[src/mmd_pkg.sv]
// Package for the MIDI message decoder: event and status codes,
// the command type passed from the parser to the event expander.
// No dependencies.
package mmd_pkg;

	localparam int CMD_DEPTH = 4;

	localparam logic [4:0] EV_NOTE_ON       = 5'd0;
	localparam logic [4:0] EV_NOTE_OFF      = 5'd1;
	localparam logic [4:0] EV_POLY_PRESSURE = 5'd2;
	localparam logic [4:0] EV_CONTROL       = 5'd3;
	localparam logic [4:0] EV_PROGRAM       = 5'd4;
	localparam logic [4:0] EV_CHAN_PRESSURE = 5'd5;
	localparam logic [4:0] EV_BEND          = 5'd6;
	localparam logic [4:0] EV_LOCAL         = 5'd7;
	localparam logic [4:0] EV_ALL_OFF       = 5'd8;
	localparam logic [4:0] EV_OMNI          = 5'd9;
	localparam logic [4:0] EV_MONO          = 5'd10;
	localparam logic [4:0] EV_POLY          = 5'd11;
	localparam logic [4:0] EV_SYSEX_BYTE    = 5'd12;
	localparam logic [4:0] EV_SYSEX_END     = 5'd13;
	localparam logic [4:0] EV_SONG_POS      = 5'd14;
	localparam logic [4:0] EV_SONG_SEL      = 5'd15;
	localparam logic [4:0] EV_SYSTEM        = 5'd16;

	localparam logic [6:0] SYS_TUNE     = 7'd0;
	localparam logic [6:0] SYS_CLOCK    = 7'd1;
	localparam logic [6:0] SYS_START    = 7'd2;
	localparam logic [6:0] SYS_CONTINUE = 7'd3;
	localparam logic [6:0] SYS_STOP     = 7'd4;
	localparam logic [6:0] SYS_SENSE    = 7'd5;
	localparam logic [6:0] SYS_RESET    = 7'd6;

	localparam logic [3:0] MSG_NOTE_OFF  = 4'h8;
	localparam logic [3:0] MSG_NOTE_ON   = 4'h9;
	localparam logic [3:0] MSG_POLY      = 4'hA;
	localparam logic [3:0] MSG_CONTROL   = 4'hB;
	localparam logic [3:0] MSG_PROGRAM   = 4'hC;
	localparam logic [3:0] MSG_CHAN_PRES = 4'hD;
	localparam logic [3:0] MSG_BEND      = 4'hE;
	localparam logic [3:0] MSG_SYSTEM    = 4'hF;

	localparam logic [7:0] ST_SYSEX      = 8'hF0;
	localparam logic [7:0] ST_SONG_POS   = 8'hF2;
	localparam logic [7:0] ST_SONG_SEL   = 8'hF3;
	localparam logic [7:0] ST_TUNE       = 8'hF6;
	localparam logic [7:0] ST_SYSEX_END  = 8'hF7;
	localparam logic [7:0] ST_RT_CLOCK   = 8'hF8;
	localparam logic [7:0] ST_RT_START   = 8'hFA;
	localparam logic [7:0] ST_RT_CONT    = 8'hFB;
	localparam logic [7:0] ST_RT_STOP    = 8'hFC;
	localparam logic [7:0] ST_RT_SENSE   = 8'hFE;
	localparam logic [7:0] ST_RT_RESET   = 8'hFF;

	localparam logic [6:0] CC_LOCAL      = 7'd122;
	localparam logic [6:0] CC_ALL_OFF    = 7'd123;
	localparam logic [6:0] CC_OMNI_OFF   = 7'd124;
	localparam logic [6:0] CC_OMNI_ON    = 7'd125;
	localparam logic [6:0] CC_MONO       = 7'd126;
	localparam logic [6:0] CC_POLY       = 7'd127;

	localparam logic [13:0] BEND_CENTER  = 14'h2000;

	typedef struct packed {
		logic        expand;
		logic [4:0]  kind;
		logic [3:0]  channel;
		logic [6:0]  number;
		logic [6:0]  amount;
		logic [13:0] bend;
		logic [13:0] position;
	} mmd_cmd_t;

endpackage

[src/mmd_front.sv]
// Byte parser: keeps running status, the first data byte and the sysex flag,
// and turns each byte into at most one command. Depends on mmd_pkg.
module mmd_front (
	input  logic              clk,
	input  logic              arst_n,
	input  logic              accept,
	input  logic [7:0]        midi_byte,
	output logic              cmd_push,
	output mmd_pkg::mmd_cmd_t cmd
);
	import mmd_pkg::*;

	logic [7:0] status_q;
	logic [6:0] first_q;
	logic       pending_q;
	logic       sysex_q;
	logic [7:0] status_d;
	logic [6:0] first_d;
	logic       pending_d;
	logic       sysex_d;
	logic [6:0] d;
	logic [3:0] msg;
	logic [13:0] word;

	assign d    = midi_byte[6:0];
	assign msg  = status_q[7:4];
	assign word = {d, first_q};

	always_comb begin
		status_d  = status_q;
		first_d   = first_q;
		pending_d = pending_q;
		sysex_d   = sysex_q;
		cmd_push  = 1'b0;
		cmd       = '0;
		if (midi_byte >= ST_RT_CLOCK) begin
			cmd.kind = EV_SYSTEM;
			cmd_push = 1'b1;
			case (midi_byte)
				ST_RT_CLOCK: cmd.number = SYS_CLOCK;
				ST_RT_START: cmd.number = SYS_START;
				ST_RT_CONT:  cmd.number = SYS_CONTINUE;
				ST_RT_STOP:  cmd.number = SYS_STOP;
				ST_RT_SENSE: cmd.number = SYS_SENSE;
				ST_RT_RESET: cmd.number = SYS_RESET;
				default:     cmd_push   = 1'b0;
			endcase
		end else if (midi_byte[7]) begin
			status_d  = midi_byte;
			pending_d = 1'b0;
			sysex_d   = (midi_byte == ST_SYSEX);
			if (midi_byte == ST_SYSEX_END && sysex_q) begin
				cmd.kind = EV_SYSEX_END;
				cmd_push = 1'b1;
			end else if (midi_byte == ST_TUNE) begin
				cmd.kind   = EV_SYSTEM;
				cmd.number = SYS_TUNE;
				cmd_push   = 1'b1;
			end
		end else if (sysex_q) begin
			cmd.kind   = EV_SYSEX_BYTE;
			cmd.number = d;
			cmd_push   = 1'b1;
		end else if (status_q[7]) begin
			if (msg == MSG_PROGRAM) begin
				cmd.kind    = EV_PROGRAM;
				cmd.channel = status_q[3:0];
				cmd.number  = d;
				cmd_push    = 1'b1;
			end else if (msg == MSG_CHAN_PRES) begin
				cmd.kind    = EV_CHAN_PRESSURE;
				cmd.channel = status_q[3:0];
				cmd.amount  = d;
				cmd_push    = 1'b1;
			end else if (status_q == ST_SONG_SEL) begin
				cmd.kind   = EV_SONG_SEL;
				cmd.number = d;
				cmd_push   = 1'b1;
			end else if (msg == MSG_SYSTEM && status_q != ST_SONG_POS) begin
				cmd_push = 1'b0;
			end else if (!pending_q) begin
				first_d   = d;
				pending_d = 1'b1;
			end else begin
				pending_d   = 1'b0;
				cmd_push    = 1'b1;
				cmd.channel = status_q[3:0];
				cmd.number  = first_q;
				cmd.amount  = d;
				case (msg)
					MSG_NOTE_OFF: cmd.kind = EV_NOTE_OFF;
					MSG_NOTE_ON:  cmd.kind = (d != 7'd0) ? EV_NOTE_ON : EV_NOTE_OFF;
					MSG_POLY:     cmd.kind = EV_POLY_PRESSURE;
					MSG_CONTROL: begin
						case (first_q)
							CC_LOCAL: begin
								cmd.kind   = EV_LOCAL;
								cmd.amount = {6'd0, d != 7'd0};
							end
							CC_ALL_OFF: begin
								cmd.kind   = EV_ALL_OFF;
								cmd.amount = '0;
							end
							CC_OMNI_OFF, CC_OMNI_ON, CC_MONO, CC_POLY: begin
								cmd.kind   = EV_ALL_OFF;
								cmd.expand = 1'b1;
							end
							default: cmd.kind = EV_CONTROL;
						endcase
					end
					MSG_BEND: begin
						cmd.kind   = EV_BEND;
						cmd.number = '0;
						cmd.amount = '0;
						cmd.bend   = word - BEND_CENTER;
					end
					default: begin
						cmd.kind     = EV_SONG_POS;
						cmd.channel  = '0;
						cmd.number   = '0;
						cmd.amount   = '0;
						cmd.position = word;
					end
				endcase
			end
		end
	end

	always_ff @(posedge clk or negedge arst_n) begin
		if (!arst_n) begin
			status_q  <= '0;
			first_q   <= '0;
			pending_q <= 1'b0;
			sysex_q   <= 1'b0;
		end else if (accept) begin
			status_q  <= status_d;
			first_q   <= first_d;
			pending_q <= pending_d;
			sysex_q   <= sysex_d;
		end
	end

endmodule

[src/mmd_cmd_fifo.sv]
// Short command queue between the parser and the event expander.
// Depends on mmd_pkg.
module mmd_cmd_fifo #(
	parameter int Depth = mmd_pkg::CMD_DEPTH
) (
	input  logic              clk,
	input  logic              arst_n,
	input  logic              wr_en,
	input  mmd_pkg::mmd_cmd_t wr_data,
	input  logic              rd_en,
	output mmd_pkg::mmd_cmd_t rd_data,
	output logic              full,
	output logic              not_empty
);
	import mmd_pkg::*;

	localparam int PTR_W = $clog2(Depth);
	localparam int CNT_W = $clog2(Depth + 1);

	mmd_cmd_t         mem_q [Depth];
	logic [PTR_W-1:0] wr_ptr_q;
	logic [PTR_W-1:0] rd_ptr_q;
	logic [CNT_W-1:0] count_q;
	logic             do_wr;
	logic             do_rd;

	assign full      = (count_q == CNT_W'(Depth));
	assign not_empty = (count_q != '0);
	assign do_wr     = wr_en && !full;
	assign do_rd     = rd_en && not_empty;
	assign rd_data   = mem_q[rd_ptr_q];

	always_ff @(posedge clk) begin
		if (do_wr) begin
			mem_q[wr_ptr_q] <= wr_data;
		end
	end

	always_ff @(posedge clk or negedge arst_n) begin
		if (!arst_n) begin
			wr_ptr_q <= '0;
			rd_ptr_q <= '0;
			count_q  <= '0;
		end else begin
			if (do_wr) begin
				wr_ptr_q <= (wr_ptr_q == PTR_W'(Depth - 1)) ? '0 : wr_ptr_q + 1'b1;
			end
			if (do_rd) begin
				rd_ptr_q <= (rd_ptr_q == PTR_W'(Depth - 1)) ? '0 : rd_ptr_q + 1'b1;
			end
			if (do_wr && !do_rd) begin
				count_q <= count_q + 1'b1;
			end else if (do_rd && !do_wr) begin
				count_q <= count_q - 1'b1;
			end
		end
	end

	assert property (@(posedge clk) disable iff (!arst_n) count_q <= CNT_W'(Depth))
		else $error("Command queue count exceeds its depth.");
	assert property (@(posedge clk) disable iff (!arst_n)
		(do_wr && !do_rd) |=> (count_q == $past(count_q) + 1'b1))
		else $error("Command queue count missed a write.");
	assert property (@(posedge clk) disable iff (!arst_n)
		(wr_ptr_q == rd_ptr_q) |-> (count_q == '0 || full))
		else $error("Command queue pointers disagree with the count.");

endmodule

[src/mmd_back.sv]
// Event expander: turns each command into one to three events and holds
// the oldest event in an output register. Depends on mmd_pkg.
module mmd_back (
	input  logic              clk,
	input  logic              arst_n,
	input  logic              cmd_valid,
	input  mmd_pkg::mmd_cmd_t cmd,
	output logic              cmd_pop,
	input  logic              pop,
	output logic              empty,
	output logic [4:0]        event_kind,
	output logic [3:0]        channel,
	output logic [6:0]        number,
	output logic [6:0]        amount,
	output logic [13:0]       bend,
	output logic [13:0]       position,
	output logic              last
);
	import mmd_pkg::*;

	logic [1:0]  step_q;
	logic        out_valid_q;
	logic [4:0]  kind_q;
	logic [3:0]  channel_q;
	logic [6:0]  number_q;
	logic [6:0]  amount_q;
	logic [13:0] bend_q;
	logic [13:0] position_q;
	logic        last_q;
	logic        load;
	logic [4:0]  ev_kind;
	logic [6:0]  ev_amount;
	logic        ev_last;
	logic [3:0]  low4;

	assign load    = cmd_valid && (!out_valid_q || pop);
	assign cmd_pop = load && ev_last;
	assign low4    = cmd.amount[3:0];

	always_comb begin
		ev_kind   = cmd.kind;
		ev_amount = cmd.amount;
		ev_last   = 1'b1;
		if (cmd.expand) begin
			case (step_q)
				2'd0: begin
					ev_kind   = EV_ALL_OFF;
					ev_amount = '0;
					ev_last   = 1'b0;
				end
				2'd1: begin
					case (cmd.number)
						CC_OMNI_OFF: begin
							ev_kind   = EV_OMNI;
							ev_amount = '0;
						end
						CC_OMNI_ON: begin
							ev_kind   = EV_OMNI;
							ev_amount = 7'd1;
						end
						CC_MONO: begin
							ev_kind   = EV_OMNI;
							ev_amount = {6'd0, low4 == 4'd0};
							ev_last   = 1'b0;
						end
						default: begin
							ev_kind   = EV_POLY;
							ev_amount = '0;
						end
					endcase
				end
				default: begin
					ev_kind   = EV_MONO;
					ev_amount = {3'd0, low4};
				end
			endcase
		end
	end

	always_ff @(posedge clk) begin
		if (load) begin
			kind_q     <= ev_kind;
			channel_q  <= cmd.channel;
			number_q   <= cmd.number;
			amount_q   <= ev_amount;
			bend_q     <= cmd.bend;
			position_q <= cmd.position;
			last_q     <= ev_last;
		end
	end

	always_ff @(posedge clk or negedge arst_n) begin
		if (!arst_n) begin
			step_q      <= '0;
			out_valid_q <= 1'b0;
		end else begin
			if (load) begin
				out_valid_q <= 1'b1;
				step_q      <= ev_last ? 2'd0 : step_q + 2'd1;
			end else if (pop) begin
				out_valid_q <= 1'b0;
			end
		end
	end

	assign empty      = !out_valid_q;
	assign event_kind = kind_q;
	assign channel    = channel_q;
	assign number     = number_q;
	assign amount     = amount_q;
	assign bend       = bend_q;
	assign position   = position_q;
	assign last       = last_q;

	assert property (@(posedge clk) disable iff (!arst_n)
		(step_q != 2'd0) |-> (cmd_valid && cmd.expand))
		else $error("Expansion step is set without a mode command at the head.");
	assert property (@(posedge clk) disable iff (!arst_n)
		(step_q == 2'd2) |-> (cmd.number == CC_MONO))
		else $error("Third expansion step on a controller other than mono.");
	assert property (@(posedge clk) disable iff (!arst_n)
		(pop && out_valid_q && !load) |=> !out_valid_q)
		else $error("Output register kept a beat that was taken.");

endmodule

[src/midi_message_decoder_unit.sv]
// Top level of the MIDI message decoder: parser, command queue and
// event expander. Depends on mmd_pkg, mmd_front, mmd_cmd_fifo, mmd_back.
//
//   Channel   Direction  Handshake        Beat
//   input     in         push / full      midi_byte
//   result    out        empty / pop      event_kind, channel, number, amount,
//                                         bend, position, last
//
// A byte is taken in any cycle in which the command queue has room; its command is written
// into the queue and from there loaded into the result register once that register is empty
// or being popped. The expander emits one event per cycle while the result register is free
// or popped: mode controllers 124, 125 and 127 expand into two events and 126 into three.
// full rises when CmdDepth commands wait. Reset empties the queue and the result register
// and clears running status.
module midi_message_decoder_unit #(
	parameter int CmdDepth = mmd_pkg::CMD_DEPTH
) (
	input  logic               clk,
	input  logic               arst_n,
	input  logic               push,
	output logic               full,
	input  logic [7:0]         midi_byte,
	output logic               empty,
	input  logic               pop,
	output logic [4:0]         event_kind,
	output logic [3:0]         channel,
	output logic [6:0]         number,
	output logic [6:0]         amount,
	output logic signed [13:0] bend,
	output logic [13:0]        position,
	output logic               last
);
	import mmd_pkg::*;

	logic        accept;
	logic        cmd_push;
	mmd_cmd_t    front_cmd;
	mmd_cmd_t    head_cmd;
	logic        head_valid;
	logic        head_pop;
	logic [13:0] bend_raw;

	assign accept = push && !full;
	assign bend   = $signed(bend_raw);

	mmd_front u_front (
		.clk       (clk),
		.arst_n    (arst_n),
		.accept    (accept),
		.midi_byte (midi_byte),
		.cmd_push  (cmd_push),
		.cmd       (front_cmd)
	);

	mmd_cmd_fifo #(
		.Depth (CmdDepth)
	) u_cmd_fifo (
		.clk       (clk),
		.arst_n    (arst_n),
		.wr_en     (accept && cmd_push),
		.wr_data   (front_cmd),
		.rd_en     (head_pop),
		.rd_data   (head_cmd),
		.full      (full),
		.not_empty (head_valid)
	);

	mmd_back u_back (
		.clk        (clk),
		.arst_n     (arst_n),
		.cmd_valid  (head_valid),
		.cmd        (head_cmd),
		.cmd_pop    (head_pop),
		.pop        (pop),
		.empty      (empty),
		.event_kind (event_kind),
		.channel    (channel),
		.number     (number),
		.amount     (amount),
		.bend       (bend_raw),
		.position   (position),
		.last       (last)
	);

endmodule
[config.mk]
export PLATFORM = sky130hd
export DESIGN_NAME = midi_message_decoder_unit
export DESIGN_NICKNAME = d
export VERILOG_FILES = /design/src/mmd_pkg.sv /design/src/mmd_front.sv /design/src/mmd_cmd_fifo.sv /design/src/mmd_back.sv /design/src/midi_message_decoder_unit.sv
export SDC_FILE = /design/constraint.sdc
export NUM_CORES = 1
export LEC_CHECK = 0
export ABC_AREA = 1
export BUFFER_PORTS_ARGS = -buffer_cell sky130_fd_sc_hd__buf_4
export CAP_MARGIN = 20
export CORE_UTILIZATION = 60
export DETAILED_ROUTE_END_ITERATION = 7
export PLACE_DENSITY = 0.77
export SLEW_MARGIN = 20
export SYNTH_ARGS = -nofsm -noshare
export SYNTH_HDL_FRONTEND = slang
export SYNTH_SLANG_ARGS = --single-unit
[constraint.sdc]
create_clock -name clk -period 5.4 [get_ports clk]
set_input_delay 1.08 -clock clk [delete_from_list [all_inputs] [get_ports clk]]
set_output_delay 1.08 -clock clk [all_outputs]
set_load 0.02 [all_outputs]
==> results of run 1 <==
metrics by stage:
| step | util (%) | setup slack [ps] | cells | power (uW) | hold WS, ps |
|---|---|---|---|---|---|
| after floorplan | - | 914 | 984 | 4910 | 469 |
| after global placement | 65.6 | 1710 | 1272 | 5670 | 490 |
| after detailed placement | 65.6 | 1650 | 1272 | 5740 | 499 |
| after CTS | 70.2 | 1750 | 1323 | 7570 | 464 |
| after global routing | 70.2 | 1520 | 1323 | 7940 | 477 |
| final | 70.2 | 1750 | 1323 | 7540 | 459 |
where the power goes:
| group | internal, uW | switching (uW) | leakage [uW] |
|---|---|---|---|
| registers | 3040 | 199 | 0.00273 |
| clock network | 1040 | 792 | 0.000431 |
| logic | 751 | 1720 | 0.00186 |
| total | 4840 | 2710 | 0.00503 |
placed cells by master, fill, tap and decap left out, drive strengths merged, types with 2 or more instances in the layout:
| cell | instances |
|---|---|
| o221ai | 2 |
| o22ai | 42 |
| dfrtp | 27 |
| ha | 9 |
| nor3 | 41 |
| o21ai | 117 |
| edfxtp | 260 |
| clkbuf | 34 |
| nand4 | 6 |
| a31oi | 2 |
| nor4 | 2 |
| clkinv | 13 |
| a21oi | 18 |
| inv | 84 |
| buf | 74 |
| nor2 | 125 |
| clkinvlp | 2 |
| nand2 | 147 |
| nand3 | 47 |
cell type report:
type | instances | area, um^2
Clock buffer | 34 | 754
Sequential cell | 287 | 8480
Multi-Input combinational cell | 568 | 2790
Timing Repair Buffer | 74 | 556
Clock inverter | 17 | 116
Tap cell | 260 | 325
Inverter | 83 | 317
Fill cell | 1347 | 5680
sequential cells by signal (all words and copies together), names as in the netlist:
signal,flops
u_cmd_fifo.mem_q,208
u_front.pending_q,1
u_back.out_valid_q,1
u_cmd_fifo.count_q,3
u_back.bend,14
u_back.event_kind,5
u_back.channel,4
u_front.first_q,7
u_back.last,1
u_back.position,14
u_back.number,7
u_back.amount,7
u_cmd_fifo.rd_ptr_q,2
u_cmd_fifo.wr_ptr_q,2
u_front.sysex_q,1
u_front.status_q,8
u_back.step_q,2
logic make-up (layout without fill, tap and decap cells):
group,count (synthesis),after routing,share of synthesized area (%)
buffers and inverters,129,208,4.76
muxes,1,1,0.0954
adders and majority gates,10,10,1.12
AOI/OAI and AO/OA,185,185,8.53
DFF,287,287,71.9
xor gates and xnor gates,2,2,0.148
and+or+nand+nor,370,370,13.5
worst min-delay path by stage:
| stage | startpoint | to | slack, ps | depth (start not counted) |
|---|---|---|---|---|
| after floorplan | u_front.first_q[0] | u_front.first_q[0] | 470 | 2 |
| after global placement | u_front.first_q[4] | u_front.first_q[4] | 490 | 2 |
| after detailed placement | u_front.first_q[4] | u_front.first_q[4] | 500 | 2 |
| after CTS | arst_n | u_cmd_fifo.count_q[2] | 460 | 1 |
| after global routing | arst_n | u_cmd_fifo.count_q[0] | 480 | 1 |
| final | arst_n | u_cmd_fifo.count_q[0] | 460 | 1 |
metal layers:
layer	global-route usage [%]	vias to the layer above
met3	4.21	68
met4	8.66	0
met2	42.4	323
met5	0	-
met1	37.3	3735
li1	-	3590
worst reg2reg max path: stages, from the launching register on:
cell	delay (ps)
dfrtp_1	430
nand2_1	180
nor2_2	70
nand2_1	110
nand2_1	560
nand2_1	310
nand2_1	80
nand2_1	70
nand2_1	60
nand2_2	110
nand2_4	130
nor2_4	610
buf_4	550
==> results.toml, run 1 <==
[timing]
final_max_slew_viol_count = 0
maxSlewHeadroom_pct = 26.4
min_period_over_period_pct = 67.5
max_freq_mhz = 274
finalCriticalPeriod_ps = 3650
rsz0062_at_grt = "no"
finalHoldViolCount = 0
final-setup-viol-count = 0
fin_setup_tns_ps = 0
worst_setup_skew_after_layout_ps = 13.5
worst-slew-pin-transition_ps = 1100

[hold_path]
hp-class = "in -> async"

[detailed_routing]
viasPerCell = 5.83
drt-wirelength-per-cell_um = 19.6
detail_route.wirelength.met1_um = 11000
num_vias = 7716
met3WireLength_um = 1750
antenna_left = 0
met2RoutedLength_um = 12300
initial_drt_markers = 803
route.detailed.drc = 0
drtPass1Iterations = 6
finalWirelength_um = 25900
topRoutingLayerUsed = "met4"

[critical_path]
slowest_delay_ps = 610
critical_path.reg2reg.endpoint = "u_cmd_fifo.mem_q[0][41]"
cp.buffers_inverters = 1
worstSetupEndpoint = "u_cmd_fifo.mem_q[0][41]"
criticalPathCategory = "reg -> reg"
worst_ep_arrival_time_ps = 3820
cp-startpoint = "u_front.status_q[4]"
start_kind = "flip-flop"
timing.critical_path.max_delay_family = "simple AND/OR/NAND/NOR gates"
cp_cell_sequence = "nand2_1, nor2_2, nand2_1, nand2_1, nand2_1, nand2_1, nand2_1, nand2_1, nand2_2, nand2_4, nor2_4, buf_4"
reg2reg_setup_slack_ps = 1750
path_common_cell = "nand2_1"
worstSetupPathDepth = 12
critical_path.max_fanout = 30
worst_r2r_startpoint = "u_front.status_q[4]"
crit_path_top_delay_cell = "nor2_4"
crit_required_ps = 5580
end_kind = "flip-flop"
rr_worst_depth = 12

[synthesis]
synthTopCellsByArea = "edfxtp_1 66%, dfrtp_1 5.7%, o21ai_0 4.9%"
number_of_enable_flip_flop_cells_after_synthesis = 260
ys.warnings.count = 0
synth_cells = 984
synthDistinctLibCells = 39
yosys_register_bits = 287
post-synth-top-area-cell = "edfxtp_1"
cell_types_with_the_highest_counts_after_synthesis = "260 x edfxtp_1, 135 x nand2_1, 121 x nor2_1"
synth.net_count = 1006
synth_async_sr_flop_share_pct = 9.41
yosys_most_used_dff = "edfxtp_1"
yosysMostFrequentCell = "edfxtp_1"
synth.avg_cell_area_um2 = 12.0
synth_area_um2 = 11800
ys_seq_area_share_pct = 71.9
synth_top_area_share_pct = 66.1

[global_route]
grt_remaining_overflow = 0
grt_use_total_pct = 26.4
antenna_found_initial = 0
grt_first_pass_wirelength_um = 40300
largest_net_degree_at_the_start_of_global_routing = 108
grt_pass1_vias = 7299

[power_and_ir_drop]
irDropWorstVdd_mv = 0.411
power_density_nw_per_um2 = 565
static-leakage-power_uw = 0.00503

[die]
die_x_um = 142
design.portCount = 66
core_area_um2 = 19000
die_area_um2 = 20200
die_h_um = 142
initial_core_util_pct = 62.1
core.rowCount = 50

[finish]
layout-area-overhead-vs-synth_pct = 13.0
final_net_count = 1064
layout.cell_area.non_filler_um2 = 13300
antenna_cells = 0
proportion_of_layout_cells_with_a_drive_suffix_above_1_pct = 14.0

[clock_tree]
cts_hold_repair.buffers = 0
tritoncts.num_buffers = 28
tritoncts = "yes"
latest_clock_arrival_within_the_worst_skew_pair_ps = 530
postCtsSetupRepairBufs = 0
ctsRootBufferMaster = "clkbuf_16"
ctsHtreeMaxLevel = 1
cts_max_path_buffers = 3
ctsResizeCount = 0
cts.sinks = 287
cts.clk_slew.worst_paths_ps = 60

[placement]
buffer_ports.inserted = 65
dp_hpwl_um = 16000
post_dp_cell_area_um2 = 12500
gpl_wtd_cong = 0.966

[status]
run_status = "finished clean"

[job]
drv_cap = 0
No activity file was read; power rests on OpenSTA's default activity.
==> run 2: changes to the inputs <==
--- a/config.mk
+++ b/config.mk
@@ -5,12 +5,12 @@
 export SDC_FILE = /design/constraint.sdc
 export NUM_CORES = 1
 export LEC_CHECK = 0
-export ABC_AREA = 1
+export ABC_AREA = 0
 export BUFFER_PORTS_ARGS = -buffer_cell sky130_fd_sc_hd__buf_4
 export CAP_MARGIN = 20
-export CORE_UTILIZATION = 60
+export CORE_UTILIZATION = 54
 export DETAILED_ROUTE_END_ITERATION = 7
-export PLACE_DENSITY = 0.77
+export PLACE_DENSITY = 0.73
 export SLEW_MARGIN = 20
 export SYNTH_ARGS = -nofsm -noshare
 export SYNTH_HDL_FRONTEND = slang
==> constraint.sdc (replaced) <==
create_clock -name clk -period 3.35 [get_ports clk]
set_input_delay 0.67 -clock clk [delete_from_list [all_inputs] [get_ports clk]]
set_output_delay 0.67 -clock clk [all_outputs]
set_load 0.02 [all_outputs]
==> run 2 against run 1 <==
Against the previous run: final area is 0.22% lower; wire length shrank 11%; fmax up 18%; clock skew grew 11 ps; critical path depth shrank 1; core utilization shrank 5.0 points; first-iteration DRC count fell by 39%; clock power increased by 89%; register-to-register slack got worse by 1500 ps; via count is 23% lower; setup slack worse by 1500 ps; die area grew 6.9%; critical path type unchanged.
==> results.toml, run 2 <==
[placement]
buffer_ports.inserted = 65
dp_hpwl_um = 14100
gpl_wtd_cong = 0.882

[critical_path]
crit_path_top_delay_cell = "mux4_2"
crit_required_ps = 3810
cp_cell_sequence = "mux4_2, nand2b_1, nor3_2, o22ai_1, nand2_1, ha_1, inv_1, fa_1, xor2_1, nor2_1, xor2_1"
start_kind = "flip-flop"
worst_ep_arrival_time_ps = 3540
path_common_cell = "xor2_1"
cp-startpoint = "u_cmd_fifo.rd_ptr_q[0]"
slowest_delay_ps = 560
criticalPathCategory = "reg -> reg"
end_kind = "flip-flop"
rr_worst_depth = 11
worst_r2r_startpoint = "u_cmd_fifo.rd_ptr_q[0]"
critical_path.max_fanout = 8

[synthesis]
ys.warnings.count = 0
synth.net_count = 635
synthTopCellsByArea = "edfxtp_1 69%, mux4_2 9.7%, dfrtp_1 5.9%"
yosysMostFrequentCell = "edfxtp_1"
synth_cells = 613
synthDistinctLibCells = 55
synth.avg_cell_area_um2 = 18.5
ys_seq_area_share_pct = 74.6
yosys_most_used_dff = "edfxtp_1"
cell_types_with_the_highest_counts_after_synthesis = "260 x edfxtp_1, 49 x mux4_2, 33 x and2_1"
synth_async_sr_flop_share_pct = 9.41
yosys_register_bits = 287
post-synth-top-area-cell = "edfxtp_1"
synth_area_um2 = 11400
number_of_enable_flip_flop_cells_after_synthesis = 260
synth_top_area_share_pct = 68.7

[clock_tree]
ctsRootBufferMaster = "clkbuf_16"
ctsResizeCount = 0
tritoncts.num_buffers = 28
cts.clk_slew.worst_paths_ps = 70
cts_hold_repair.buffers = 0
cts.sinks = 287
tritoncts = "yes"
postCtsSetupRepairBufs = 0
ctsHtreeMaxLevel = 1
cts_max_path_buffers = 3
latest_clock_arrival_within_the_worst_skew_pair_ps = 550

[die]
die_h_um = 147
die_area_um2 = 21600
design.portCount = 66
die_x_um = 147
core_area_um2 = 20400
core.rowCount = 52
initial_core_util_pct = 55.6

[power_and_ir_drop]
switchingPower_uw = 3500
internal-power_uw = 8260
combinationalPowerShare_pct = 26.5
irDropWorstVdd_mv = 0.425
static-leakage-power_uw = 0.00470
power_density_nw_per_um2 = 883
clock_network_fraction_of_design_power_pct = 29.4
total_power_uw = 11800
sw_frac_of_total_pct = 29.7
seqPwrFrac_pct = 44.1

[detailed_routing]
num_vias = 5955
route.detailed.drc = 0
antenna_left = 0
initial_drt_markers = 487
finalWirelength_um = 23200
drt-wirelength-per-cell_um = 23.3
drtPass1Iterations = 5
viasPerCell = 5.99

[timing]
fin_hold_ws_ps = 41.9
min_period_over_period_pct = 92.2
final-setup-viol-count = 0
final_max_slew_viol_count = 0
max_freq_mhz = 324
worst_setup_skew_after_layout_ps = 24.5
fin_setup_tns_ps = 0
finalHoldViolCount = 0
rsz0062_at_grt = "no"
maxSlewHeadroom_pct = 40.0
finalCriticalPeriod_ps = 3090
worst-slew-pin-transition_ps = 892

[finish]
filler_cell_count = 1401
mostFrequentLayoutCells = "260 x edfxtp_1, 79 x buf_4, 49 x mux4_2"
multi_input_comb_area_um2 = 2720
largest_register = "u_cmd_fifo.mem_q"
final_net_count = 724
final-seq-area_um2 = 8490
postLayoutCoreUtil_pct = 65.2
layout.cells.most_common = "edfxtp_1"
largest_register_ffs = 208
layout-area-overhead-vs-synth_pct = 17.1
proportion_of_layout_cells_with_a_drive_suffix_above_1_pct = 26.0
antenna_cells = 0

[global_route]
grt_use_total_pct = 22.4
grt_first_pass_wirelength_um = 36100
grt_pass1_vias = 6192
largest_net_degree_at_the_start_of_global_routing = 58
grt_remaining_overflow = 0
antenna_found_initial = 0

[status]
run_status = "finished clean"

[hold_path]
hp-class = "in -> async"

[job]
drv_cap = 0
run 2: cell types whose count changed after synthesis, sizes merged, moves of 41 or more:
cell   previous run  this run
nand3            47         6
nor2            125        21
mux4              0        51
o21ai           117        19
nand2           147        20
inv              82        14
run 2: path summary, 6_finish.rpt:
kind	endpoint	slack, ps
min	u_front.status_q[3]	40
max in group asynchronous	u_cmd_fifo.rd_ptr_q[0]	2960
min in group clk	u_back.out_valid_q	350
min reg2reg	u_cmd_fifo.count_q[2]	500
max	u_cmd_fifo.count_q[2]	260
max reg2reg	u_cmd_fifo.count_q[2]	260
run 2: cell type report:
| class | count | area share (%) |
|---|---|---|
| clock buffers | 30 | 5.32 |
| clock inverters | 22 | 2.43 |
| inverters | 15 | 0.423 |
| multi-input cells | 287 | 20.5 |
| flip-flops and latches | 287 | 63.8 |
| well taps | 270 | 2.54 |
| repair buffers | 83 | 5.06 |
run 2: logic make-up after synthesis:
| family | synth area share [%] |
|---|---|
| flip-flops | 74.6 |
| AND/OR/NAND/NOR | 6.93 |
| multiplexers | 12.0 |
| AO/OA/AOI/OAI | 3.47 |
| buffers and inverters | 1.46 |
| adder cells (fa/ha/maj) | 1.17 |
| XOR/XNOR | 0.308 |
run 2: stage by stage:
| stage | setup WS, ps | area, um^2 | cells |
|---|---|---|---|
| after floorplan | 108 | 11400 | 613 |
| after global placement | 334 | 12300 | 942 |
| after detailed placement | 252 | 12300 | 942 |
| after CTS | 241 | 13300 | 994 |
| after global routing | 98.2 | 13300 | 994 |
| final | 261 | 13300 | 994 |
run 2: per-layer routing:
metal	track usage, %	share of wire [%]	vias to the layer above
met2	36.1	48	220
met4	5.57	1.7	0
li1	-	-	2627
met3	4.13	6.6	33
met5	0	0	-
met1	31.9	43	3075
run 2: power groups by stage:
stage | combinational [uW] | clock [uW] | sequential, uW
after floorplan | 1790 | 0 | 5410
after global placement | 3100 | 0 | 5220
after detailed placement | 3140 | 0 | 5250
after CTS | 3160 | 3510 | 5190
after global routing | 3350 | 3640 | 5260
final | 3120 | 3460 | 5180
run 2: critical path: cells and delay by family (launching register included):
family                   cells  cell delay [ps]
multiplexers                 1              560
buffers and inverters        1               70
AND/OR/NAND/NOR              4              700
XOR/XNOR                     2              310
AO/OA/AOI/OAI                1              220
flip-flops                   1              510
adder cells (fa/ha/maj)      2              630
